## src/sv/dbfa_pkg.sv

```systemverilog
package dbfa_pkg;

  // default pool sizes in bits
  localparam int BLOCK_BITS_DEF = 1024;
  localparam int INODE_BITS_DEF = 256;

  // map layout: bytes of eight bits, eight bytes to one memory row
  localparam int MAP_WORD_BITS = 8;
  localparam int ROW_BYTES     = 8;
  localparam int ROW_BITS      = MAP_WORD_BITS * ROW_BYTES;
  localparam int ROW_SHIFT     = $clog2(ROW_BITS);
  localparam logic [MAP_WORD_BITS-1:0] FULL_BYTE = 8'hFF;

  // register reset values
  localparam int BLOCK_TOTAL_RST = 1024;
  localparam int INODE_TOTAL_RST = 256;

  // field widths
  localparam int NUM_W   = 11;
  localparam int BTOT_W  = 11;
  localparam int ITOT_W  = 9;
  localparam int CFGI_W  = 2;

  // command codes
  localparam logic [1:0] CMD_ALLOC = 2'd0;
  localparam logic [1:0] CMD_FREE  = 2'd1;
  localparam logic [1:0] CMD_MARK  = 2'd2;
  localparam logic [1:0] CMD_READ  = 2'd3;

  // status codes
  localparam logic [1:0] ST_OK      = 2'd0;
  localparam logic [1:0] ST_NOSPACE = 2'd1;
  localparam logic [1:0] ST_RANGE   = 2'd2;

  // register indexes
  localparam logic [CFGI_W-1:0] REG_BLOCK_TOTAL = 2'd0;
  localparam logic [CFGI_W-1:0] REG_INODE_TOTAL = 2'd1;

  typedef struct packed {
    logic [1:0]       cmd;
    logic             pool;
    logic [NUM_W-1:0] item_number;
  } cmd_t;

  typedef struct packed {
    logic [1:0]       status;
    logic [NUM_W-1:0] result_number;
    logic             bit_value;
    logic [NUM_W-1:0] free_left;
  } rsp_t;

  // outcome of examining one map row
  typedef struct packed {
    logic       hit;
    logic [2:0] byte_sel;
    logic [2:0] bit_sel;
  } scan_t;

  typedef enum logic [2:0] {
    S_CLEAR,
    S_IDLE,
    S_CHECK,
    S_SCAN,
    S_WRITE,
    S_OPRD,
    S_OPEV,
    S_FIN
  } state_t;

endpackage

```

## src/sv/dbfa_map_ram.sv

```systemverilog
module dbfa_map_ram
  import dbfa_pkg::*;
#(
  parameter int DEPTH = 16,
  parameter int AW    = 4,
  parameter int DW    = ROW_BITS
) (
  input  logic          clk,
  input  logic          we,
  input  logic [AW-1:0] addr,
  input  logic [DW-1:0] wdata,
  output logic [DW-1:0] rdata
);

  logic [DW-1:0] mem [DEPTH];

  // single port, registered read
  always_ff @(posedge clk) begin
    if (we) begin
      mem[addr] <= wdata;
    end
    rdata <= mem[addr];
  end

endmodule

```

## src/sv/dbfa_row_scan.sv

```systemverilog
module dbfa_row_scan
  import dbfa_pkg::*;
(
  input  logic [ROW_BITS-1:0]  row_data,
  input  logic [ROW_BYTES-1:0] byte_en,
  output scan_t                scan
);

  logic [ROW_BYTES-1:0]     byte_open;
  logic [2:0]               byte_sel;
  logic [MAP_WORD_BITS-1:0] byte_val;
  logic [2:0]               bit_sel;

  // bytes in range that still have a clear bit
  always_comb begin
    for (int j = 0; j < ROW_BYTES; j++) begin
      byte_open[j] = byte_en[j] && (row_data[j*MAP_WORD_BITS +: MAP_WORD_BITS] != FULL_BYTE);
    end
  end

  // first open byte
  always_comb begin
    byte_sel = 3'd0;
    for (int j = ROW_BYTES - 1; j >= 0; j--) begin
      if (byte_open[j]) begin
        byte_sel = 3'(j);
      end
    end
  end

  // lowest clear bit of that byte
  always_comb begin
    byte_val = row_data[byte_sel*MAP_WORD_BITS +: MAP_WORD_BITS];
    bit_sel  = 3'd0;
    for (int b = MAP_WORD_BITS - 1; b >= 0; b--) begin
      if (!byte_val[b]) begin
        bit_sel = 3'(b);
      end
    end
  end

  assign scan.hit      = |byte_open;
  assign scan.byte_sel = byte_sel;
  assign scan.bit_sel  = bit_sel;

endmodule

```

## src/sv/dual_bitmap_first_fit_allocator_core.sv

```systemverilog
// Two first-fit bitmap allocators (pool 0 inodes, pool 1 blocks) behind one
// command channel. Each map sits in its own memory of 64-bit rows, and one
// shared row scanner examines a row per cycle to find the lowest clear bit.
// After reset both maps are swept to zero, one row a cycle, over
// max(ceil(BLOCK_BITS/64), ceil(INODE_BITS/64)) rows (16 at the defaults);
// commands are held off meanwhile, config writes are taken. Free, mark and
// read pass through check, row read, update and result; an item number out
// of range goes from check straight to result. Allocate scans rows from row
// 0 up to the one holding the free bit, at most ceil(total/64) rows. A scan
// that finds no clear bit returns no-space. The scan rate is set by the
// single memory port, one row per cycle. Allocate with a zero free count
// returns no-space without a scan. A new command is taken in the cycle
// after the previous result is registered, even if that result has not
// been taken yet.
module dual_bitmap_first_fit_allocator_core
  import dbfa_pkg::*;
#(
  parameter int BLOCK_BITS = BLOCK_BITS_DEF,
  parameter int INODE_BITS = INODE_BITS_DEF
) (
  input  logic              clk,
  input  logic              rst,
  input  logic              cmd_valid,
  output logic              cmd_stall,
  input  cmd_t              cmd_word,
  output logic              rsp_valid,
  input  logic              rsp_stall,
  output rsp_t              rsp_word,
  input  logic              cfg_write,
  input  logic [CFGI_W-1:0] cfg_index,
  input  logic [BTOT_W-1:0] cfg_data
);

  localparam int B_ROWS   = (BLOCK_BITS + ROW_BITS - 1) / ROW_BITS;
  localparam int I_ROWS   = (INODE_BITS + ROW_BITS - 1) / ROW_BITS;
  localparam int B_AW     = (B_ROWS > 1) ? $clog2(B_ROWS) : 1;
  localparam int I_AW     = (I_ROWS > 1) ? $clog2(I_ROWS) : 1;
  localparam int MAX_ROWS = (B_ROWS > I_ROWS) ? B_ROWS : I_ROWS;
  localparam int CW       = $clog2(MAX_ROWS + 1);

  localparam int B_RST_I = ((BLOCK_TOTAL_RST > BLOCK_BITS) ? BLOCK_BITS : BLOCK_TOTAL_RST)
                           / 8 * 8;
  localparam int I_RST_I = ((INODE_TOTAL_RST > INODE_BITS) ? INODE_BITS : INODE_TOTAL_RST)
                           / 8 * 8;
  localparam logic [BTOT_W-1:0] FREE_B_RST = BTOT_W'(B_RST_I);
  localparam logic [ITOT_W-1:0] FREE_I_RST = ITOT_W'(I_RST_I);

  state_t state, state_next;

  logic [BTOT_W-1:0] block_total, free_blocks;
  logic [ITOT_W-1:0] inode_total, free_inodes;
  logic [BTOT_W-1:0] eff_block_raw, eff_block;
  logic [ITOT_W-1:0] eff_inode_raw, eff_inode;

  logic [1:0]       cmd_r;
  logic             pool_r;
  logic [NUM_W-1:0] num_r;

  logic [1:0]       res_status;
  logic [NUM_W-1:0] res_num;
  logic             res_bit;

  logic [CW-1:0]       clr_cnt;
  logic [CW-1:0]       rd_row;
  logic [CW-1:0]       ev_row;
  logic [CW-1:0]       row_addr;
  logic                pend;
  logic [ROW_BITS-1:0] wr_data;

  logic [CW-1:0]       ram_addr;
  logic [ROW_BITS-1:0] ram_wdata;
  logic                we_b, we_i;
  logic [ROW_BITS-1:0] rd_b, rd_i, rd_data;

  logic [BTOT_W-1:0]    cur_total, cur_free;
  logic [NUM_W-1:0]     num_m1;
  logic [15:0]          nbytes16, nrows16, op_row16;
  logic [ROW_BYTES-1:0] byte_en;
  logic                 last_row, rd_more, clr_last;
  scan_t                scan;
  logic                 ev_hit, ev_miss;
  logic [NUM_W-1:0]     alloc_num;
  logic [5:0]           op_pos;
  logic                 op_bit;
  logic [ROW_BITS-1:0]  op_wdata;
  logic                 range_bad, no_free, rsp_free;
  logic                 dec, inc;

  // effective totals: capped at map size, rounded down to whole bytes
  always_comb begin
    if (32'(block_total) > BLOCK_BITS) begin
      eff_block_raw = BTOT_W'(BLOCK_BITS);
    end else begin
      eff_block_raw = block_total;
    end
    if (32'(inode_total) > INODE_BITS) begin
      eff_inode_raw = ITOT_W'(INODE_BITS);
    end else begin
      eff_inode_raw = inode_total;
    end
    eff_block = eff_block_raw & ~BTOT_W'(7);
    eff_inode = eff_inode_raw & ~ITOT_W'(7);
  end

  // chosen pool view
  assign cur_total = pool_r ? eff_block : {2'b00, eff_inode};
  assign cur_free  = pool_r ? free_blocks : {2'b00, free_inodes};
  assign rd_data   = pool_r ? rd_b : rd_i;
  assign num_m1    = num_r - NUM_W'(1);
  assign range_bad = (num_r == '0) || (num_r > cur_total);
  assign no_free   = (cur_free == '0);
  assign rsp_free  = !rsp_valid || !rsp_stall;
  assign clr_last  = (32'(clr_cnt) == MAX_ROWS - 1);

  // scan bookkeeping
  assign nbytes16 = {8'd0, cur_total[BTOT_W-1:3]};
  assign nrows16  = (nbytes16 + 16'd7) >> 3;
  assign ev_row   = rd_row - CW'(1);
  assign last_row = ((16'(ev_row) + 16'd1) == nrows16);
  assign rd_more  = (16'(rd_row) < nrows16);

  always_comb begin
    for (int j = 0; j < ROW_BYTES; j++) begin
      byte_en[j] = ((16'(ev_row) << 3) + 16'(j)) < nbytes16;
    end
  end

  dbfa_row_scan u_scan (
    .row_data (rd_data),
    .byte_en  (byte_en),
    .scan     (scan)
  );

  assign ev_hit    = pend && scan.hit;
  assign ev_miss   = pend && !scan.hit && last_row;
  assign alloc_num = NUM_W'((16'(ev_row) << ROW_SHIFT) +
                            16'({scan.byte_sel, scan.bit_sel}) + 16'd1);

  // single-item update
  assign op_row16 = 16'(num_m1 >> ROW_SHIFT);
  assign op_pos   = num_m1[5:0];
  assign op_bit   = rd_data[op_pos];
  always_comb begin
    if (cmd_r == CMD_FREE) begin
      op_wdata = rd_data & ~(ROW_BITS'(1) << op_pos);
    end else begin
      op_wdata = rd_data | (ROW_BITS'(1) << op_pos);
    end
  end

  // free count steps
  assign dec = ((state == S_SCAN) && ev_hit) ||
               ((state == S_OPEV) && (cmd_r == CMD_MARK) && !no_free);
  assign inc = (state == S_OPEV) && (cmd_r == CMD_FREE) && (cur_free < cur_total);

  // next state
  always_comb begin
    state_next = state;
    case (state)
      S_CLEAR: begin
        if (clr_last) state_next = S_IDLE;
      end
      S_IDLE: begin
        if (cmd_valid) state_next = S_CHECK;
      end
      S_CHECK: begin
        if (cmd_r == CMD_ALLOC) begin
          state_next = no_free ? S_FIN : S_SCAN;
        end else begin
          state_next = range_bad ? S_FIN : S_OPRD;
        end
      end
      S_SCAN: begin
        if (ev_hit) begin
          state_next = S_WRITE;
        end else if (ev_miss) begin
          state_next = S_FIN;
        end
      end
      S_WRITE: state_next = S_FIN;
      S_OPRD:  state_next = S_OPEV;
      S_OPEV:  state_next = S_FIN;
      S_FIN: begin
        if (rsp_free) state_next = S_IDLE;
      end
      default: state_next = S_IDLE;
    endcase
  end

  // memory port and handshake controls
  always_comb begin
    cmd_stall = 1'b1;
    ram_addr  = row_addr;
    ram_wdata = op_wdata;
    we_b      = 1'b0;
    we_i      = 1'b0;
    case (state)
      S_CLEAR: begin
        ram_addr  = clr_cnt;
        ram_wdata = '0;
        we_b      = (32'(clr_cnt) < B_ROWS);
        we_i      = (32'(clr_cnt) < I_ROWS);
      end
      S_IDLE: begin
        cmd_stall = 1'b0;
      end
      S_SCAN: begin
        ram_addr = rd_row;
      end
      S_WRITE: begin
        ram_wdata = wr_data;
        we_b      = pool_r;
        we_i      = !pool_r;
      end
      S_OPEV: begin
        we_b = pool_r && (cmd_r != CMD_READ);
        we_i = !pool_r && (cmd_r != CMD_READ);
      end
      default: begin
        cmd_stall = 1'b1;
      end
    endcase
  end

  dbfa_map_ram #(.DEPTH(B_ROWS), .AW(B_AW), .DW(ROW_BITS)) u_block_ram (
    .clk   (clk),
    .we    (we_b),
    .addr  (ram_addr[B_AW-1:0]),
    .wdata (ram_wdata),
    .rdata (rd_b)
  );

  dbfa_map_ram #(.DEPTH(I_ROWS), .AW(I_AW), .DW(ROW_BITS)) u_inode_ram (
    .clk   (clk),
    .we    (we_i),
    .addr  (ram_addr[I_AW-1:0]),
    .wdata (ram_wdata),
    .rdata (rd_i)
  );

  // control registers
  always_ff @(posedge clk) begin
    if (rst) begin
      state     <= S_CLEAR;
      clr_cnt   <= '0;
      pend      <= 1'b0;
      rsp_valid <= 1'b0;
    end else begin
      state <= state_next;
      if (state == S_CLEAR) begin
        clr_cnt <= clr_cnt + CW'(1);
      end
      if (state == S_CHECK) begin
        pend <= 1'b0;
      end else if (state == S_SCAN) begin
        pend <= 1'b1;
      end
      if (state == S_FIN && rsp_free) begin
        rsp_valid <= 1'b1;
      end else if (rsp_valid && !rsp_stall) begin
        rsp_valid <= 1'b0;
      end
    end
  end

  // total registers
  always_ff @(posedge clk) begin
    if (rst) begin
      block_total <= BTOT_W'(BLOCK_TOTAL_RST);
      inode_total <= ITOT_W'(INODE_TOTAL_RST);
    end else if (cfg_write) begin
      case (cfg_index)
        REG_BLOCK_TOTAL: block_total <= cfg_data;
        REG_INODE_TOTAL: inode_total <= cfg_data[ITOT_W-1:0];
        default: ;
      endcase
    end
  end

  // free counters, clamped to the total when not being stepped
  always_ff @(posedge clk) begin
    if (rst) begin
      free_blocks <= FREE_B_RST;
      free_inodes <= FREE_I_RST;
    end else begin
      if (pool_r && dec) begin
        free_blocks <= free_blocks - BTOT_W'(1);
      end else if (pool_r && inc) begin
        free_blocks <= free_blocks + BTOT_W'(1);
      end else if (free_blocks > eff_block) begin
        free_blocks <= eff_block;
      end
      if (!pool_r && dec) begin
        free_inodes <= free_inodes - ITOT_W'(1);
      end else if (!pool_r && inc) begin
        free_inodes <= free_inodes + ITOT_W'(1);
      end else if (free_inodes > eff_inode) begin
        free_inodes <= eff_inode;
      end
    end
  end

  // datapath registers
  always_ff @(posedge clk) begin
    case (state)
      S_IDLE: begin
        if (cmd_valid) begin
          cmd_r  <= cmd_word.cmd;
          pool_r <= cmd_word.pool;
          num_r  <= cmd_word.item_number;
        end
      end
      S_CHECK: begin
        rd_row   <= '0;
        row_addr <= op_row16[CW-1:0];
        if (cmd_r == CMD_ALLOC) begin
          res_status <= ST_NOSPACE;
        end else begin
          res_status <= ST_RANGE;
        end
        res_num <= '0;
        res_bit <= 1'b0;
      end
      S_SCAN: begin
        if (rd_more) begin
          rd_row <= rd_row + CW'(1);
        end
        if (ev_hit) begin
          row_addr   <= ev_row;
          wr_data    <= rd_data | (ROW_BITS'(1) << {scan.byte_sel, scan.bit_sel});
          res_status <= ST_OK;
          res_num    <= alloc_num;
          res_bit    <= 1'b1;
        end
      end
      S_OPEV: begin
        res_status <= ST_OK;
        res_num    <= num_r;
        case (cmd_r)
          CMD_FREE: res_bit <= 1'b0;
          CMD_MARK: res_bit <= 1'b1;
          default:  res_bit <= op_bit;
        endcase
      end
      S_FIN: begin
        if (rsp_free) begin
          rsp_word.status        <= res_status;
          rsp_word.result_number <= res_num;
          rsp_word.bit_value     <= res_bit;
          rsp_word.free_left     <= cur_free;
        end
      end
      default: ;
    endcase
  end

`ifndef SYNTH
  // an accepted word always goes to the check step
  a_accept_check: assert property (@(posedge clk) disable iff (rst)
    (cmd_valid && !cmd_stall) |=> (state == S_CHECK))
    else $error("accepted command did not enter check");

  // error results carry no number and no bit
  a_err_zero: assert property (@(posedge clk) disable iff (rst)
    (rsp_valid && (rsp_word.status != ST_OK)) |->
      ((rsp_word.result_number == '0) && !rsp_word.bit_value))
    else $error("error result with nonzero payload");

  // a scan hit lands inside the pool
  a_hit_range: assert property (@(posedge clk) disable iff (rst)
    ((state == S_SCAN) && ev_hit) |-> ((alloc_num != '0) && (alloc_num <= cur_total)))
    else $error("allocated number outside the pool");

  // free counts stay within the totals once a write has settled
  a_free_bound: assert property (@(posedge clk) disable iff (rst)
    ((state != S_CLEAR) && !$past(cfg_write)) |->
      ((free_blocks <= eff_block) && (free_inodes <= eff_inode)))
    else $error("free count above total");
`endif

endmodule
```

## config.mk

```make
export PLATFORM = sky130hd
export DESIGN_NAME = dual_bitmap_first_fit_allocator_core
export DESIGN_NICKNAME = d
export VERILOG_FILES = /design/src/sv/dbfa_pkg.sv /design/src/sv/dbfa_map_ram.sv /design/src/sv/dbfa_row_scan.sv /design/src/sv/dual_bitmap_first_fit_allocator_core.sv
export SDC_FILE = /design/constraint.sdc
export NUM_CORES = 2
export LEC_CHECK = 0
export ABC_CLOCK_PERIOD_IN_PS = 7200
export BUFFER_PORTS_ARGS = -buffer_cell sky130_fd_sc_hd__buf_4
export CAP_MARGIN = 15
export CORE_MARGIN = 2
export CORE_UTILIZATION = 57
export CTS_CLUSTER_DIAMETER = 50
export DETAILED_ROUTE_END_ITERATION = 16
export MAX_ROUTING_LAYER = met4
export PLACE_DENSITY = 0.79
export SETUP_SLACK_MARGIN = 0.05
export SYNTH_ARGS = -nofsm -noshare
export SYNTH_HDL_FRONTEND = slang
export SYNTH_SLANG_ARGS = --single-unit
```

## constraint.sdc

```tcl
create_clock -name clk -period 7.2 [get_ports clk]
set_input_delay 2.16 -clock clk [delete_from_list [all_inputs] [get_ports clk]]
set_output_delay 2.16 -clock clk [all_outputs]
set_load 0.05 [all_outputs]
```

==> flow_summary.toml <==
[timing]
fmax_mhz = 148
fin_crit_sh_pct = 93.6
relSlewSlack_pct = 25.8
tightest_slew_ns = 1.10
finalSetupViolations = 0
skew_ns = 0.0352
rsz0062_at_grt = "false"
hold_violations = 0
setup_tns_ns = 0
setup_ws_ns = 0.460
fin_crit_ns = 6.74
slew_viol_final = 0

[placed_design]
dp_slack_ns = 0.733
gp_congestion = 1.03
numPortBuffers = 55
place_hpwl_um = 99500

[drt]
postRouteAntennaNets = 0
wl_per_cell_um = 25.5
firstDrtPassIters = 9
vias = 45400
drc_errors = 0
wirelength_um = 178000
dr.first_iter.drc_count = 6450
viasPerCell = 6.52

[cts]
cts_resized = 0
cts-hold-fix-buffers = 0
cts_tree = "built"
htree_levels = 4
cts_buffers = 160
root_buffer = "clkbuf_16"
postCtsSetupRepairBufs = 0
clock_path_buffers = 3
clkSlewWorstSetupHoldPaths_ns = 0.06
insertion_delay_ns = 0.79
cts_sinks = 1578

[yosys]
synth_cells = 5327
synth_area_um2 = 65900
yosysUniqueCellTypes = 103
synthArstFlopShare_pct = 0
syn-num-nets = 5418
synth_edf_count = 1406
synth_warnings = 0
synth_ff_type = "edfxtp_1"
synthTopCellsByArea = "edfxtp_1 (64%), nand2_1 (8.0%), dfxtp_1 (5.2%)"
synth-seq-cells = 1578
netlist.area_leader.share_pct = 64.1
yosysTopAreaCell = "edfxtp_1"
syn_area_per_cell_um2 = 12.4
synth.yosys.seq_area_share_pct = 69.3

[critical_path]
required_ns = 7.68
critPathArrivalTime_ns = 7.23
endpoint_kind = "register"
criticalPathCategory = "reg -> reg"
crit_fanout = 17
start_kind = "register"

[floorplan]
ioPinCount = 59
fp.dieArea_um2 = 118000
die_y_um = 344
core_area_um2 = 115000
die_w_um = 344
rows = 124
start_util_pct = 57.5

[finish]
area_delta_synth_final_pct = 11.5
drive_gt1_share_pct = 9.50
seq_area_um2 = 45700
final_cell_mix = "nand2_1 (1407), edfxtp_1 (1406), nand3_1 (297)"
final_common_cell = "nand2_1"
fill_cells = 7973
final_nets = 5406
multi_input_area_um2 = 18900

[pwr]
leakage_uw = 0.0260
powerDensity_nw_per_um2 = 495
worst_ir_drop_vdd_uv = 859

[status]
status = "finished, final reports clean"

[global_routing]
grt_pass1_vias = 43500
grt_pass1_wl_um = 266000
grt_max_degree = 187
antenna_found_initial = 3
gr-usage-all-layers_pct = 30.7
grt_overflow = 0

[worst_hold_path]
hold_path.class = "reg -> reg"

[flow_run]
max_cap_viol_count = 0
-- cell usage after synthesis, types with 15 or more instances --
cell type and instances:
edfxtp_1 1406, and2_1 30, mux2i_1 73, and3_1 214
nand4_1 20, a21oi_1 189, a311oi_1 196, o21a_1 15
dfxtp_1 172, inv_1 41, xor2_1 17, o21ai_0 172
nor2b_1 22, nand2_1 1407, a31oi_1 139, nor4_1 18
ha_1 59, clkbuf_1 298, nand2b_1 20, nor3_1 33
nor2_1 105, mux4_2 15, xnor2_1 25, buf_1 33
a211oi_1 19, a22o_1 67, nand3_1 297
-- kinds of logic (layout without fill, tap and decap cells) --
kind of cell / after synthesis / count (layout) / synth area share (%)
AO/OA/AOI/OAI: 933 / 933 / 9.86
XOR/XNOR: 43 / 43 / 0.583
adder cells (fa/ha/maj): 61 / 61 / 1.15
buffers and inverters: 389 / 513 / 2.35
flip-flops: 1578 / 1578 / 69.3
multiplexers: 96 / 96 / 1.76
other: 0 / 3 / 0
AND/OR/NAND/NOR: 2227 / 2227 / 15.0
-- layout make-up --
cell class,count,area share [%]
diodes,3,0.0102
inverters,42,0.215
multi-input cells,3360,25.8
clock inverters,87,1.28
repair buffers,173,2.02
clock buffers,211,5.99
well taps,1512,2.57
flip-flops and latches,1578,62.2
-- final timing paths --
kind	start	end	slack, ns	depth (start not counted)
max	rd_row[0]	wr_data[11]	0.46	23
min	res_num[6]	rsp_word[18]	0.42	0
max reg2reg	rd_row[0]	wr_data[11]	0.46	23
min reg2reg	res_num[6]	rsp_word[18]	0.42	0
-- layer usage --
| metal | global-route usage, % | vias up | routed length, um |
|---|---|---|---|
| li1 | - | 19800 | - |
| met1 | 40.9 | 22300 | 67300 |
| met2 | 47.5 | 2885 | 84800 |
| met3 | 5.38 | 445 | 18700 |
| met4 | 12.2 | 0 | 6730 |
| met5 | - | - | 0 |
-- sequential cells by signal, summed over array words and instances, names as in the netlist, 25 cells and up --
| name | count |
|---|---|
| u_inode_ram.mem | 256 |
| wr_data | 64 |
| u_inode_ram.rdata | 64 |
| rsp_word | 25 |
| u_block_ram.mem | 1024 |
| u_block_ram.rdata | 64 |
-- critical path, stage by stage (launching register included) --
cell and delay (ns):
edfxtp_1 0.38, inv_1 0.16, ha_1 0.26, inv_1 0.10
nor3_1 0.19, xnor2_1 0.25, inv_1 0.12, ha_1 0.33
nand2_1 0.27, o41a_1 0.43, o41ai_4 0.15, buf_4 0.23
a211oi_1 0.27, o21ba_1 0.25, o31ai_4 0.54, buf_4 0.26
a221oi_1 0.10, nor4_1 0.46, o21a_1 0.32, a21oi_1 0.17
ha_1 0.36, ha_1 0.23, inv_1 0.40, o21ai_0 0.20
-- through the flow --
stage	hold slack, ns	utilization, %	instance area [um2]	total power [uW]	std cells
finish	0.420	64.2	73500	36400	6966
global route	0.434	64.2	73500	38000	6965
CTS	0.421	64.2	73500	36300	6963
detailed placement	0.414	59.5	68100	27800	6665
global placement	0.402	59.5	68100	27300	6665
floorplan	0.400	-	65900	23200	5327
-- power by group --
part | switching [uW] | leakage (uW) | internal, uW
Combinational | 9980 | 0.00878 | 3710
Clock | 3520 | 0.00259 | 4820
Sequential | 816 | 0.0146 | 13600
Total | 14300 | 0.0260 | 22100
Power figures use the tool's default switching activity.
